### src/rtl/xvbe_pkg.sv
package xvbe_pkg;

  localparam int unsigned ROUNDS      = 32;
  localparam int unsigned STAGES      = 2 * ROUNDS;
  localparam int unsigned WORD_W      = 32;
  localparam int unsigned KEY_WORDS   = 4;
  localparam int unsigned KEY_IDX_W   = $clog2(KEY_WORDS);
  localparam int unsigned CFG_IDX_W   = 8;
  localparam int unsigned MIX_SHL     = 4;
  localparam int unsigned MIX_SHR     = 5;
  localparam int unsigned SUM_HI_LSB  = 11;

  localparam logic [WORD_W-1:0] CONST_FORCE = 32'h8000_0001;

  // Register indexes of the configuration port.
  localparam logic [CFG_IDX_W-1:0] REG_KEY_WORD_0 = CFG_IDX_W'(0);
  localparam logic [CFG_IDX_W-1:0] REG_KEY_WORD_3 = CFG_IDX_W'(3);

  typedef logic [WORD_W-1:0] word_t;

  typedef struct packed {
    logic  valid;
    word_t left;
    word_t right;
    word_t sum;
  } stage_t;

  typedef struct packed {
    word_t [KEY_WORDS-1:0] word;
    word_t                 step;
  } key_t;

  typedef struct packed {
    logic out_full;
    logic skid_full;
  } skid_stat_t;

  function automatic word_t mix(input word_t x);
    mix = ((x << MIX_SHL) ^ (x >> MIX_SHR)) + x;
  endfunction

endpackage

### src/rtl/xvbe_if.sv


interface xvbe_cfg_if;
  logic                             valid;
  logic                             ready;
  logic [xvbe_pkg::CFG_IDX_W-1:0]   index;
  xvbe_pkg::word_t                  data;

  modport source (output valid, output index, output data, input ready);
  modport sink   (input valid, input index, input data, output ready);
endinterface

### src/rtl/xvbe_key_regs.sv
module xvbe_key_regs (
  input  logic             clk_i,
  input  logic             rst_ni,
  xvbe_cfg_if.sink         cfg_i,
  output xvbe_pkg::key_t   key_o
);

  xvbe_pkg::word_t [xvbe_pkg::KEY_WORDS-1:0] key_q;

  assign cfg_i.ready = 1'b1;

  always_ff @(posedge clk_i or negedge rst_ni) begin
    if (!rst_ni) begin
      key_q <= '0;
    end else if (cfg_i.valid && cfg_i.index <= xvbe_pkg::REG_KEY_WORD_3) begin
      // Writes to indexes past the last key word are dropped.
      key_q[cfg_i.index[xvbe_pkg::KEY_IDX_W-1:0]] <= cfg_i.data;
    end
  end

  assign key_o.word = key_q;
  assign key_o.step = (key_q[0] ^ key_q[2]) | xvbe_pkg::CONST_FORCE;

endmodule

### src/flat_wrapper.sv
// flat-port wrapper written by rule: the top's interface ports become plain ports
module xvbe_key_regs_flat 
  (clk_i, rst_ni, key_o, cfg_i_valid, cfg_i_index, cfg_i_data, cfg_i_ready);
  xvbe_cfg_if cfg_i_i ();
  input  logic clk_i;
  input  logic rst_ni;
  output xvbe_pkg::key_t key_o;
  input wire logic [$bits(cfg_i_i.valid)-1:0] cfg_i_valid;
  input wire logic [$bits(cfg_i_i.index)-1:0] cfg_i_index;
  input wire logic [$bits(cfg_i_i.data)-1:0] cfg_i_data;
  output wire logic [$bits(cfg_i_i.ready)-1:0] cfg_i_ready;
  assign cfg_i_i.valid = cfg_i_valid;
  assign cfg_i_i.index = cfg_i_index;
  assign cfg_i_i.data = cfg_i_data;
  assign cfg_i_ready = cfg_i_i.ready;
  xvbe_key_regs u_core (.clk_i(clk_i), .rst_ni(rst_ni), .cfg_i(cfg_i_i), .key_o(key_o));
endmodule
### config.mk
export PLATFORM = sky130hd
export DESIGN_NAME = xvbe_key_regs_flat
export DESIGN_NICKNAME = d
export VERILOG_FILES = /design/src/rtl/xvbe_pkg.sv /design/src/rtl/xvbe_if.sv /design/src/rtl/xvbe_key_regs.sv /design/src/flat_wrapper.sv
export SDC_FILE = /design/constraint.sdc
export NUM_CORES = 1
export LEC_CHECK = 0
export BUFFER_PORTS_ARGS = -buffer_cell sky130_fd_sc_hd__buf_4
export CAP_MARGIN = 20
export CORE_MARGIN = 1.5
export CORE_UTILIZATION = 45
export CTS_CLUSTER_DIAMETER = 50
export DETAILED_ROUTE_END_ITERATION = 6
export GPL_TIMING_DRIVEN = 0
export HOLD_SLACK_MARGIN = 0.06
export PLACE_DENSITY = 0.75
export SYNTH_ARGS = -nofsm -noshare
export SYNTH_HDL_FRONTEND = slang
export SYNTH_SLANG_ARGS = --single-unit
### constraint.sdc
create_clock -name clk_i -period 0.9 [get_ports clk_i]
set_input_delay 0.135 -clock clk_i [delete_from_list [all_inputs] [get_ports clk_i]]
set_output_delay 0.135 -clock clk_i [all_outputs]
set_load 0.005 [all_outputs]
# ---- Yosys cells after proc, flatten, opt, wreduce, memory -nomap -nowiden
# Index checks and enable logic that the tools add are counted.
dict set report totals {
  register_bits 128
  inputBits 43
  output_inout_bits 161
}
dict set report op_classes {
  magnitude_cmp 3
  mux 3
  bitwise_logic 1
  reduce_logical 2
}
# op count
set op_table {}
lappend op_table {{bitwise mux 128 bit} 1}
lappend op_table {{demux 32 bit (select 2 bit)} 1}
lappend op_table {{two-way mux 32 bit} 1}
lappend op_table {{bitwise XOR 31 bit} 1}
lappend op_table {{<= comparator 8 x 2 -> 1 bit (second input constant)} 1}
lappend op_table {{< comparator 2 x 3 -> 1 bit (second input constant)} 1}
lappend op_table {{>= comparator 2 x 1 -> 1 bit (second input constant)} 1}
lappend op_table {{logical AND 1 bit} 2}

# ---- Logic depth before layout (Yosys ltp)
dict set report depth {
  depth_word 5
  ltp_mapped 5
  ltp_nobuf 3
}

# ---- Worst setup path after synthesis
# No wires, ideal clock.
dict set report synth_path {
  path_kind {input port to flip-flop}
  start {input cfg_i_index[3]}
  end {register u_core.key_q, in the netlist u_core.key_o[33]}
  setup_ns 0.125
  arrival_time_ns 1.253
  setup_slack_ns -0.477
  path_stages 5
  path_cell_list {nor4b_4 -> and3b_1 -> clkbuf_2 -> buf_4 -> mux2_2}
}
dict set report synth_via {
  elab_chain_len 2
}
# element line
set synth_rtl {}
lappend synth_rtl {{start: declaration} flat_wrapper.sv:9} ;# input wire logic [$bits(cfg_i_i.index)-1:0] cfg_i_index;
lappend synth_rtl {{<= comparator 8 x 2 -> 1 bit} xvbe_key_regs.sv:15} ;# end else if (cfg_i.valid && cfg_i.index <= xvbe_pkg::REG_KEY_WORD_3) begin
lappend synth_rtl {{logical AND 1 bit} xvbe_key_regs.sv:15}
lappend synth_rtl {{end signal: indexed assignment} xvbe_key_regs.sv:17} ;# key_q[cfg_i.index[xvbe_pkg::KEY_IDX_W-1:0]] <= cfg_i.data;
lappend synth_rtl {{end: declaration} xvbe_key_regs.sv:8} ;# xvbe_pkg::word_t [xvbe_pkg::KEY_WORDS-1:0] key_q;
# Every way passes these cells.
# A chain may end at the register's enable or synchronous reset.

==> results.md <==
* Die height at 109.1 um
* Synth cell types at 15
* Placement Rows at 38
* Worst-path fanout max at 2
* Crit path arrival time at 1.41 ns
* GR Overflow Total at 0
* Place WS at -0.9157 ns
* Gate Count Post-Synth at 310
* Cts hold-fix bufs at 32
* VDD IR max at 0.001669 V
* Worst Slack Setup Final at -0.6445 ns
* Wire length per cell at 26.32 um
* Top-area cell type share of the netlist area at 0.6318
* CP Capture Type: output pin
* IO buf count at 200
* Largest register FFs at 128
* Initial drt markers at 246
* Core Util, Final at 0.9165
* Root Buffer Master: clkbuf_16
* Number of iterations in the first detailed-routing pass at 4
* GP Congestion at 0.7442
* Leakage at 5.426 nW
* Hold WS at -0.4263 ns
* Post-synth EDFFs at 0
* Synth Flop Type: dfrtp_1
* Asr flop ratio synth at 1.000
* Final wirelength at 22.50 mm
* Final instance area at 10020 sq um
* CTS Sinks at 128
* Vias in the first global route at 4701
* Seq/Total Area, Yosys at 0.6318
* Yosys top cell by area: dfrtp_1
* DIE AREA at 11910 sq um
* Slew @ Worst Pin at 0.5238 ns
* CP required at 0.76 ns
* Total track usage at 0.3130
* Clk slew on worst S/H paths at 0.06 ns
* Critical path class: flop to output pin
* Final Setup Violations at 286
* Detailed Place HPWL at 8.650 mm
* Total number of vias at 4610
* Top-count cell post-synth: dfrtp_1
* FILL cells at 327
* Slew Viols, Final at 0
* Nets at 745
* Failing checks: hold timing, setup timing
* CP Launch Type: flop
* RSZ-0062 raised after global routing: yes
* Number of inserted diodes at 0
* CTS Buf Count at 17
* Tmin final at 1.544 ns
* First-pass GRT wire length at 27.00 mm
* DRC errors left at 0
* Largest net degree at the start of global routing at 106
* Antenna viol nets, final at 0
* Starting Density at 0.4636
* Clock Latency Late Sink at 0.41 ns
* Worst rel slew slack at 0.6508
* Hold Crit Class: input port to asynchronous set/reset pin
* Max Clock Skew at 0 ns
* CTS H-tree lvls at 4
* Fin crit share at 1.716
* P&R area growth vs syn at 97.68%
* Status: complete, but fails checks
* CTS tree: yes
* Avg Synthesized Cell Area at 16.35 sq um
* Initial antenna violation count at 0
* Die Wd at 109.1 um
* Core Area at 10940 sq um
* # IOs at 204
* Total Power at 16.29 mW
* DR vias/cell at 5.392
* Post-synth top cells: dfrtp_1 (128), mux2_2 (127), xor2_1 (30)
* YS warnings at 0
* Max capacitance violation total at 0
* Final Hold Violating Endpoints at 54
* Mapped cell area at 5070 sq um
* Max Fclk at 0.6475 GHz
* Flops & latches, synth at 128
* Dpl cell area at 6967 sq um
* Power Density at 1625 nW/um^2
* CTS Buffer Depth at 2
* FF-to-FF path depth at 4
* Synth top area cells: dfrtp_1 (63%), mux2_2 (28%), xor2_1 (5.2%), buf_2 (0.89%), buf_4 (0.89%)
* Share of layout cells above drive strength 1 at 0.7315
## stage by stage
step	TNS, ns	instances
after detailed placement	-99.31	653
after floorplan	-49.80	312
after global placement	-184.01	652
final	-82.94	855
after global routing	-87.31	855
after CTS	-59.84	815
## path summary, 6_finish.rpt
path / start / end / slack (ns)
min reg2reg: u_core.key_o[129] / u_core.key_o[129] / 0.54
min in group clk_i: cfg_i_index[0] / u_core.key_o[95] / 0.32
min: rst_ni / u_core.key_o[49] / -0.43
max in group asynchronous: rst_ni / u_core.key_o[99] / 0.53
max: u_core.key_o[114] / key_o[18] / -0.64
max reg2reg: u_core.key_o[116] / u_core.key_o[116] / -0.27
## where the power goes
part / internal [mW] / switching, mW / total, mW / leakage, nW
Combinational: 1.55 / 0.901 / 2.46 / 3.37
Clock: 4.72 / 2.78 / 7.50 / 0.296
Sequential: 6.03 / 0.296 / 6.33 / 1.76
## logic make-up after synthesis
logic type    Yosys count  synth area share
buf+inv                16           0.01875
flops                 128            0.6318
xor+xnor               30           0.05183
mux                   128            0.2843
other cells             1         0.0007397
simple gates            7           0.01259
## critical path, cell delays in order, from the launching register on
cell     delay, ns
dfrtp_1       0.49
xor2_2        0.33
buf_4         0.17
## metal layers
| layer | vias up | part of all wire | global-route usage |
|---|---|---|---|
| li1 | 1869 | - | - |
| met1 | 2354 | 0.35 | 0.3448 |
| met2 | 278 | 0.52 | 0.5531 |
| met3 | 109 | 0.068 | 0.07053 |
| met4 | 0 | 0.059 | 0.1786 |
| met5 | - | 0 | 0 |
## cells in the final DEF (no fill, tap or decap)
master / synthesis / layout
buf_6: 0 / 197
buf_4: 6 / 133
dfrtp_1: 128 / 125
mux2_2: 127 / 94
mux2_4: 0 / 34
dlygate4sd3_1: 0 / 32
xor2_1: 30 / 29
clkbuf_16: 0 / 19
buf_12: 0 / 11
buf_8: 0 / 6
buf_16: 0 / 6
bufinv_16: 0 / 4
clkinvlp_4: 0 / 4
conb_1: 1 / 3
dfrtp_2: 0 / 3
clkinv_2: 0 / 2
clkinv_4: 0 / 2
xor2_2: 0 / 1
nor4b_4: 1 / 1
nor3_2: 0 / 1
nand4b_1: 1 / 1
nor4_4: 0 / 1
nand3_4: 0 / 1
and3b_2: 0 / 1
nand4_1: 1 / 1
clkbuf_1: 0 / 1
inv_6: 0 / 1
clkbuf_8: 0 / 1
## layout make-up
cell class                      count  area (sq um)  area share
Sequential cell                   128          3207      0.3200
Clock buffer                       19         442.9     0.04419
Tap cell                          140         175.2     0.01748
Timing Repair Buffer              373          3830      0.3821
Multi-Input combinational cell    168          1948      0.1944
Buffer                             14         232.7     0.02322
Clock inverter                     13         186.4     0.01860
## timing repair
| action | 4_1_cts | 5_1_grt |
|---|---|---|
| gates cloned | 6 | 2 |
| pin swaps | 25 | 18 |
| hold endpoints to repair | 256 | 45 |
| setup buffers | 92 | 42 |
| resized for setup | 210 | 43 |
| endpoints found under the setup margin | 286 | 286 |
Power figures use the tool's default switching activity.
