[src/rtl/xvbe_pkg.sv]
package xvbe_pkg;

  localparam int unsigned ROUNDS      = 32;
  localparam int unsigned STAGES      = 2 * ROUNDS;
  localparam int unsigned WORD_W      = 32;
  localparam int unsigned KEY_WORDS   = 4;
  localparam int unsigned KEY_IDX_W   = $clog2(KEY_WORDS);
  localparam int unsigned CFG_IDX_W   = 8;
  localparam int unsigned MIX_SHL     = 4;
  localparam int unsigned MIX_SHR     = 5;
  localparam int unsigned SUM_HI_LSB  = 11;

  localparam logic [WORD_W-1:0] CONST_FORCE = 32'h8000_0001;

  // Register indexes of the configuration port.
  localparam logic [CFG_IDX_W-1:0] REG_KEY_WORD_0 = CFG_IDX_W'(0);
  localparam logic [CFG_IDX_W-1:0] REG_KEY_WORD_3 = CFG_IDX_W'(3);

  typedef logic [WORD_W-1:0] word_t;

  typedef struct packed {
    logic  valid;
    word_t left;
    word_t right;
    word_t sum;
  } stage_t;

  typedef struct packed {
    word_t [KEY_WORDS-1:0] word;
    word_t                 step;
  } key_t;

  typedef struct packed {
    logic out_full;
    logic skid_full;
  } skid_stat_t;

  function automatic word_t mix(input word_t x);
    mix = ((x << MIX_SHL) ^ (x >> MIX_SHR)) + x;
  endfunction

endpackage

[src/rtl/xvbe_if.sv]


interface xvbe_out_if;
  logic            valid;
  logic            ready;
  xvbe_pkg::word_t cipher_left;
  xvbe_pkg::word_t cipher_right;

  modport source (output valid, output cipher_left, output cipher_right, input ready);
  modport sink   (input valid, input cipher_left, input cipher_right, output ready);
endinterface


[src/rtl/xvbe_out_skid.sv]
module xvbe_out_skid (
  input  logic                 clk_i,
  input  logic                 rst_ni,
  input  xvbe_pkg::stage_t     stage_i,
  output logic                 en_o,
  output xvbe_pkg::skid_stat_t stat_o,
  xvbe_out_if.source           out_o
);

  logic            out_valid_q, skid_valid_q;
  xvbe_pkg::word_t out_left_q, out_right_q, skid_left_q, skid_right_q;
  logic            push, out_free;

  assign en_o     = !skid_valid_q;
  assign push     = stage_i.valid && !skid_valid_q;
  assign out_free = !out_valid_q || out_o.ready;

  always_ff @(posedge clk_i or negedge rst_ni) begin
    if (!rst_ni) begin
      out_valid_q  <= 1'b0;
      skid_valid_q <= 1'b0;
    end else if (out_free) begin
      out_valid_q  <= skid_valid_q || push;
      skid_valid_q <= 1'b0;
    end else if (push) begin
      skid_valid_q <= 1'b1;
    end
  end

  always_ff @(posedge clk_i) begin
    if (out_free) begin
      if (skid_valid_q) begin
        out_left_q  <= skid_left_q;
        out_right_q <= skid_right_q;
      end else begin
        out_left_q  <= stage_i.left;
        out_right_q <= stage_i.right;
      end
    end else if (push) begin
      skid_left_q  <= stage_i.left;
      skid_right_q <= stage_i.right;
    end
  end

  assign out_o.valid        = out_valid_q;
  assign out_o.cipher_left  = out_left_q;
  assign out_o.cipher_right = out_right_q;

  assign stat_o.out_full  = out_valid_q;
  assign stat_o.skid_full = skid_valid_q;

endmodule

[src/flat_wrapper.sv]
// flat-port wrapper written by rule: the top's interface ports become plain ports
module xvbe_out_skid_flat 
  (clk_i, rst_ni, stage_i, en_o, stat_o, out_o_valid, out_o_cipher_left, out_o_cipher_right, out_o_ready);
  xvbe_out_if out_o_i ();
  input  logic clk_i;
  input  logic rst_ni;
  input  xvbe_pkg::stage_t stage_i;
  output logic en_o;
  output xvbe_pkg::skid_stat_t stat_o;
  output wire logic [$bits(out_o_i.valid)-1:0] out_o_valid;
  output wire logic [$bits(out_o_i.cipher_left)-1:0] out_o_cipher_left;
  output wire logic [$bits(out_o_i.cipher_right)-1:0] out_o_cipher_right;
  input wire logic [$bits(out_o_i.ready)-1:0] out_o_ready;
  assign out_o_valid = out_o_i.valid;
  assign out_o_cipher_left = out_o_i.cipher_left;
  assign out_o_cipher_right = out_o_i.cipher_right;
  assign out_o_i.ready = out_o_ready;
  xvbe_out_skid u_core (.clk_i(clk_i), .rst_ni(rst_ni), .stage_i(stage_i), .en_o(en_o), .stat_o(stat_o), .out_o(out_o_i));
endmodule
[config.mk]
export PLATFORM = sky130hd
export DESIGN_NAME = xvbe_out_skid_flat
export DESIGN_NICKNAME = d
export VERILOG_FILES = /design/src/rtl/xvbe_pkg.sv /design/src/rtl/xvbe_if.sv /design/src/rtl/xvbe_out_skid.sv /design/src/flat_wrapper.sv
export SDC_FILE = /design/constraint.sdc
export NUM_CORES = 1
export LEC_CHECK = 0
export BUFFER_PORTS_ARGS = -buffer_cell sky130_fd_sc_hd__buf_4
export CAP_MARGIN = 15
export CORE_MARGIN = 3
export CORE_UTILIZATION = 49
export DETAILED_ROUTE_END_ITERATION = 7
export PLACE_DENSITY = 0.79
export SLEW_MARGIN = 25
export SYNTH_ARGS = -nofsm -noshare
export SYNTH_HDL_FRONTEND = slang
export SYNTH_SLANG_ARGS = --single-unit
[constraint.sdc]
create_clock -name clk_i -period 17.8 [get_ports clk_i]
set_clock_uncertainty 0.05 [all_clocks]
set_input_delay 1.78 -clock clk_i [delete_from_list [all_inputs] [get_ports clk_i]]
set_output_delay 1.78 -clock clk_i [all_outputs]
set_load 0.1 [all_outputs]
# Word-level counts from Yosys, hierarchy flattened
# Cells that the tools add are included.
# W data, S select, Z words.
dict set report op_classes {
  muxes 4
  n_bitwise 1
  n_reduce_logical 7
}
# op count
set op_table {}
lappend op_table {{$mux W32} 2}
lappend op_table {{$logic_not A1 Y1} 2}
lappend op_table {{$logic_or A1 B1 Y1} 2}
lappend op_table {{$mux W1} 2}
lappend op_table {{$reduce_and A2 Y1} 1}
lappend op_table {{$reduce_bool A2 Y1} 1}
lappend op_table {{$logic_and A1 B1 Y1} 1}
lappend op_table {{$not A1 Y1} 1}
dict set report word_totals {
  input_bits 100
  regBits 130
  wordCells 18
  output_inout_bits 68
}

# Depth between registers and ports, before layout
dict set report depth {
  depth_word 4
  ltp_mapped 4
  ltp_nobuf 2
}

# Worst setup path before layout
# OpenSTA, ideal clock, no wires.
dict set report synth_path {
  kind {input-to-reg}
  startpoint {input port out_o_ready}
  endpoint {register u_core.skid_left_q[0] (enable)}
  path_stages 2
  setup_ps 578
  slack_ps 9006
  arrival_ps 8167
  path_buffers 0
  required_ps 17172
  cell_sequence {nand2b_1 > nor3b_1}
}
dict set report synth_between {
  elab_chain_cells 3
}
# item line
set synth_rtl {}
lappend synth_rtl {{start: declaration} flat_wrapper.sv:13} ;# input wire logic [$bits(out_o_i.ready)-1:0] out_o_ready;
lappend synth_rtl {{$logic_or A1 B1 Y1} xvbe_out_skid.sv:16} ;# assign out_free = !out_valid_q || out_o.ready;
lappend synth_rtl {{$not A1 Y1 (no line)} n/a}
lappend synth_rtl {{$reduce_and A2 Y1 (no line)} n/a}
lappend synth_rtl {{end signal: assignment} xvbe_out_skid.sv:40} ;# skid_left_q <= stage_i.left;
lappend synth_rtl {{end: declaration} xvbe_out_skid.sv:11} ;# xvbe_pkg::word_t out_left_q, out_right_q, skid_left_q, skid_right_q;
# No other way between the ends.
# A chain may end at the register's enable or synchronous reset.

# Worst setup path in the final report
dict set report layout_path {
  startpoint {register u_core.skid_valid_q}
  endpoint {output port stat_o[0] in the netlist's numbering}
}
# item line
set layout_lines {}
lappend layout_lines {{start: declaration} xvbe_out_skid.sv:10} ;# logic out_valid_q, skid_valid_q;
lappend layout_lines {{start signal: assignment} xvbe_out_skid.sv:21} ;# skid_valid_q <= 1'b0;
lappend layout_lines {{start signal: assignment} xvbe_out_skid.sv:24} ;# skid_valid_q <= 1'b0;
lappend layout_lines {{start signal: assignment} xvbe_out_skid.sv:26} ;# skid_valid_q <= 1'b1;
lappend layout_lines {{end: declaration} flat_wrapper.sv:9} ;# output xvbe_pkg::skid_stat_t stat_o;
# No word-level cell between the ends.

==> flow_metrics.env <==
export IMPL_die_y_um=105
export IMPL_hold_viol_final=0
export IMPL_synth_distinct_cells=13
export IMPL_grt_max_degree=68
export IMPL_n_antenna_cell=0
export IMPL_grt_pass1_wl_um=14000
export IMPL_ys_warnings_count=0
export IMPL_detailed_place_hpwl_um=5490
export IMPL_rows=35
export IMPL_synth_cells=209
export IMPL_cts_hold_buf=0
export IMPL_tns_ns=0
export IMPL_drv_slew=0
export IMPL_drtPass1Iterations=4
export IMPL_synth_area_um2=4790
export IMPL_synthTopCellsByCount="128 x edfxtp_1, 37 x mux2_2, 20 x mux2_4"
export IMPL_drtAntennaViolNets=0
export IMPL_ys_ff_latch=130
export IMPL_core_area_um2=9370
export IMPL_place_congestion=0.682
export IMPL_ios=168
export IMPL_cp_slowest_stage_delay_ns=0.79
export IMPL_clock_sink_count=130
export IMPL_crit_chain="buf_4 -> buf_4"
export IMPL_synth_area_leaders="edfxtp_1 80%, mux2_2 8.7%, mux2_4 6.3%"
export IMPL_syn_nets=309
export IMPL_worst_slew_pin_transition_ns=0.939
export IMPL_syn2layout_area_growth_pct=37.2
export IMPL_ys_flop_type="edfxtp_1"
export IMPL_max_freq_mhz=248
export IMPL_clkLatencyLatePin_ns=0.49
export IMPL_yosysTopAreaCell="edfxtp_1"
export IMPL_max_cap_violations=0
export IMPL_synth_enable_flop_cells=128
export IMPL_path_class="flop to primary output"
export IMPL_grt_usage_pct=16.6
export IMPL_clk_pin_slew_ns=0.06
export IMPL_yosysTopAreaCellShare_pct=80.2
export IMPL_cp_common_cell="buf_4"
export IMPL_p_per_area_nw_per_um2=140
export IMPL_antenna_found_initial=0
export IMPL_start_util_pct=51.1
export IMPL_viasPerCell=4.87
export IMPL_cts_tree="yes"
export IMPL_cts_buffers=17
export IMPL_async_flop_share_pct=1.54
export IMPL_worstSetupEndpointType="primary output"
export IMPL_cp_arrival_ns=2.19
export IMPL_wirelength_um=8640
export IMPL_drt_iter0_markers=108
export IMPL_portBuffers=135
export IMPL_power_total_w=0.000924
export IMPL_crit_path_top_delay_cell="dfrtp_4"
export IMPL_die_area_um2=11000
export IMPL_grt_overflow=0
export IMPL_critPathBufInv=2
export IMPL_cts_resized=0
export IMPL_grt_pass1_vias=2668
export IMPL_outcome="finished, final reports clean"
export IMPL_synth_most_common_cell="edfxtp_1"
export IMPL_die_w_um=105
export IMPL_htree_levels=4
export IMPL_root_buffer="clkbuf_8"
export IMPL_post_cts_buffers=0
export IMPL_finalCritPeriodShare_pct=22.6
export IMPL_crit_required_ns=15.97
export IMPL_rsz0062_at_grt="no"
export IMPL_setup_violations=0
export IMPL_path_max_fanout=36
export IMPL_nets=456
export IMPL_synth_avg_cell_area_um2=22.9
export IMPL_ir_drop_mv=0.0986
export IMPL_hold_path_class="flop to flop"
export IMPL_seq_area_frac_synth_pct=81.2
export IMPL_drive_above_1_share_pct=61.2
export IMPL_timing_final_crit_period_ns=4.02
export IMPL_power_leakage_nw=2.56
export IMPL_cp_start_kind="flop"
export IMPL_drc=0
export IMPL_crit_family="buffers and inverters"
export IMPL_wl_per_cell_um=17.4
export IMPL_maxSlewHeadroom_pct=37.4
export IMPL_vias=2425
export IMPL_cts_buffer_depth=2
-- per-layer routing --
layer / vias to the layer above / share of wire, % / global-route usage (%)
met1: 1192 / 40 / 19.9
met2: 103 / 50 / 27.1
li1: 1124 / - / -
met5: - / 0 / 0
met4: 0 / 0.83 / 5.53
met3: 6 / 8.6 / 7.04
-- cell usage in the layout, fill, tap and decap left out --
cell type	n
edfxtp_1	128
clkinv_4	3
clkinv_1	1
clkbuf_16	16
inv_1	1
nand2b_4	1
buf_4	137
clkinvlp_4	1
inv_6	1
dfrtp_1	1
mux2_4	20
nor3b_2	1
nand2_1	1
clkbuf_1	2
mux2_1	7
clkbuf_8	1
dfrtp_4	1
nor2_1	2
bufinv_16	6
mux2_2	37
clkinv_2	1
-- state kept, by name (all words and copies together), names as in the netlist --
signal and flops:
u_core.out_o.cipher_right 32, u_core.skid_right_q 32, u_core.skid_valid_q 1, u_core.out_o.valid 1, u_core.skid_left_q 32, u_core.out_o.cipher_left 32
-- worst register-to-register path: stages (launching register included) --
cell and delay (ns):
dfrtp_1 0.42, nand2b_4 0.49, nor3b_2 0.52, buf_4 0.72
-- path summary, 6_finish.rpt --
check,start,endpoint,slack [ns],depth (start not counted)
worst max register to register,u_core.out_o.valid,u_core.skid_right_q[3],15.21,3
max in group asynchronous,rst_ni,u_core.skid_valid_q,16.58,1
worst min-delay path,u_core.skid_right_q[22],u_core.out_o.cipher_right[22],0.49,1
worst min register to register,u_core.skid_right_q[22],u_core.out_o.cipher_right[22],0.49,1
worst max-delay path,u_core.skid_valid_q,stat_o[0],13.78,2
min in group asynchronous,rst_ni,u_core.out_o.valid,1.02,1
-- per-stage QoR --
stage          setup slack, ns  utilization (%)  hold WS, ns  cell area (µm²)  cells
2_1_floorplan             9.01                -        0.458             4790    209
3_3_place_gp             13.63             63.2        0.463             5920    466
3_5_place_dp             13.62             63.2        0.482             5920    466
4_1_cts                  13.72             70.2        0.495             6580    498
5_1_grt                  13.63             70.2        0.506             6580    498
6_report                 13.78             70.2        0.490             6580    498
-- cell families (layout without fill, tap and decap cells) --
group	Yosys count	after routing	synth area share, %
multiplexers	64	64	16.6
buffers and inverters	10	170	1.64
AND/OR/NAND/NOR	5	5	0.522
flip-flops	130	130	81.2
-- power by group --
part / internal, W / leakage [nW] / switching [W]
logic: 0.0000421 / 0.993 / 0.000130
clock network: 0.000256 / 0.314 / 0.000124
registers: 0.000363 / 1.25 / 0.00000864
-- final cells by class --
type | instances | area, µm²
clock buffer | 19 | 422
sequential | 130 | 3900
inverter | 1 | 3.75
fill | 640 | 2790
timing repair buffer | 137 | 1030
clock inverter | 13 | 231
tap | 129 | 161
multi-input combinational | 69 | 833
(Power assumes the default switching activity.)
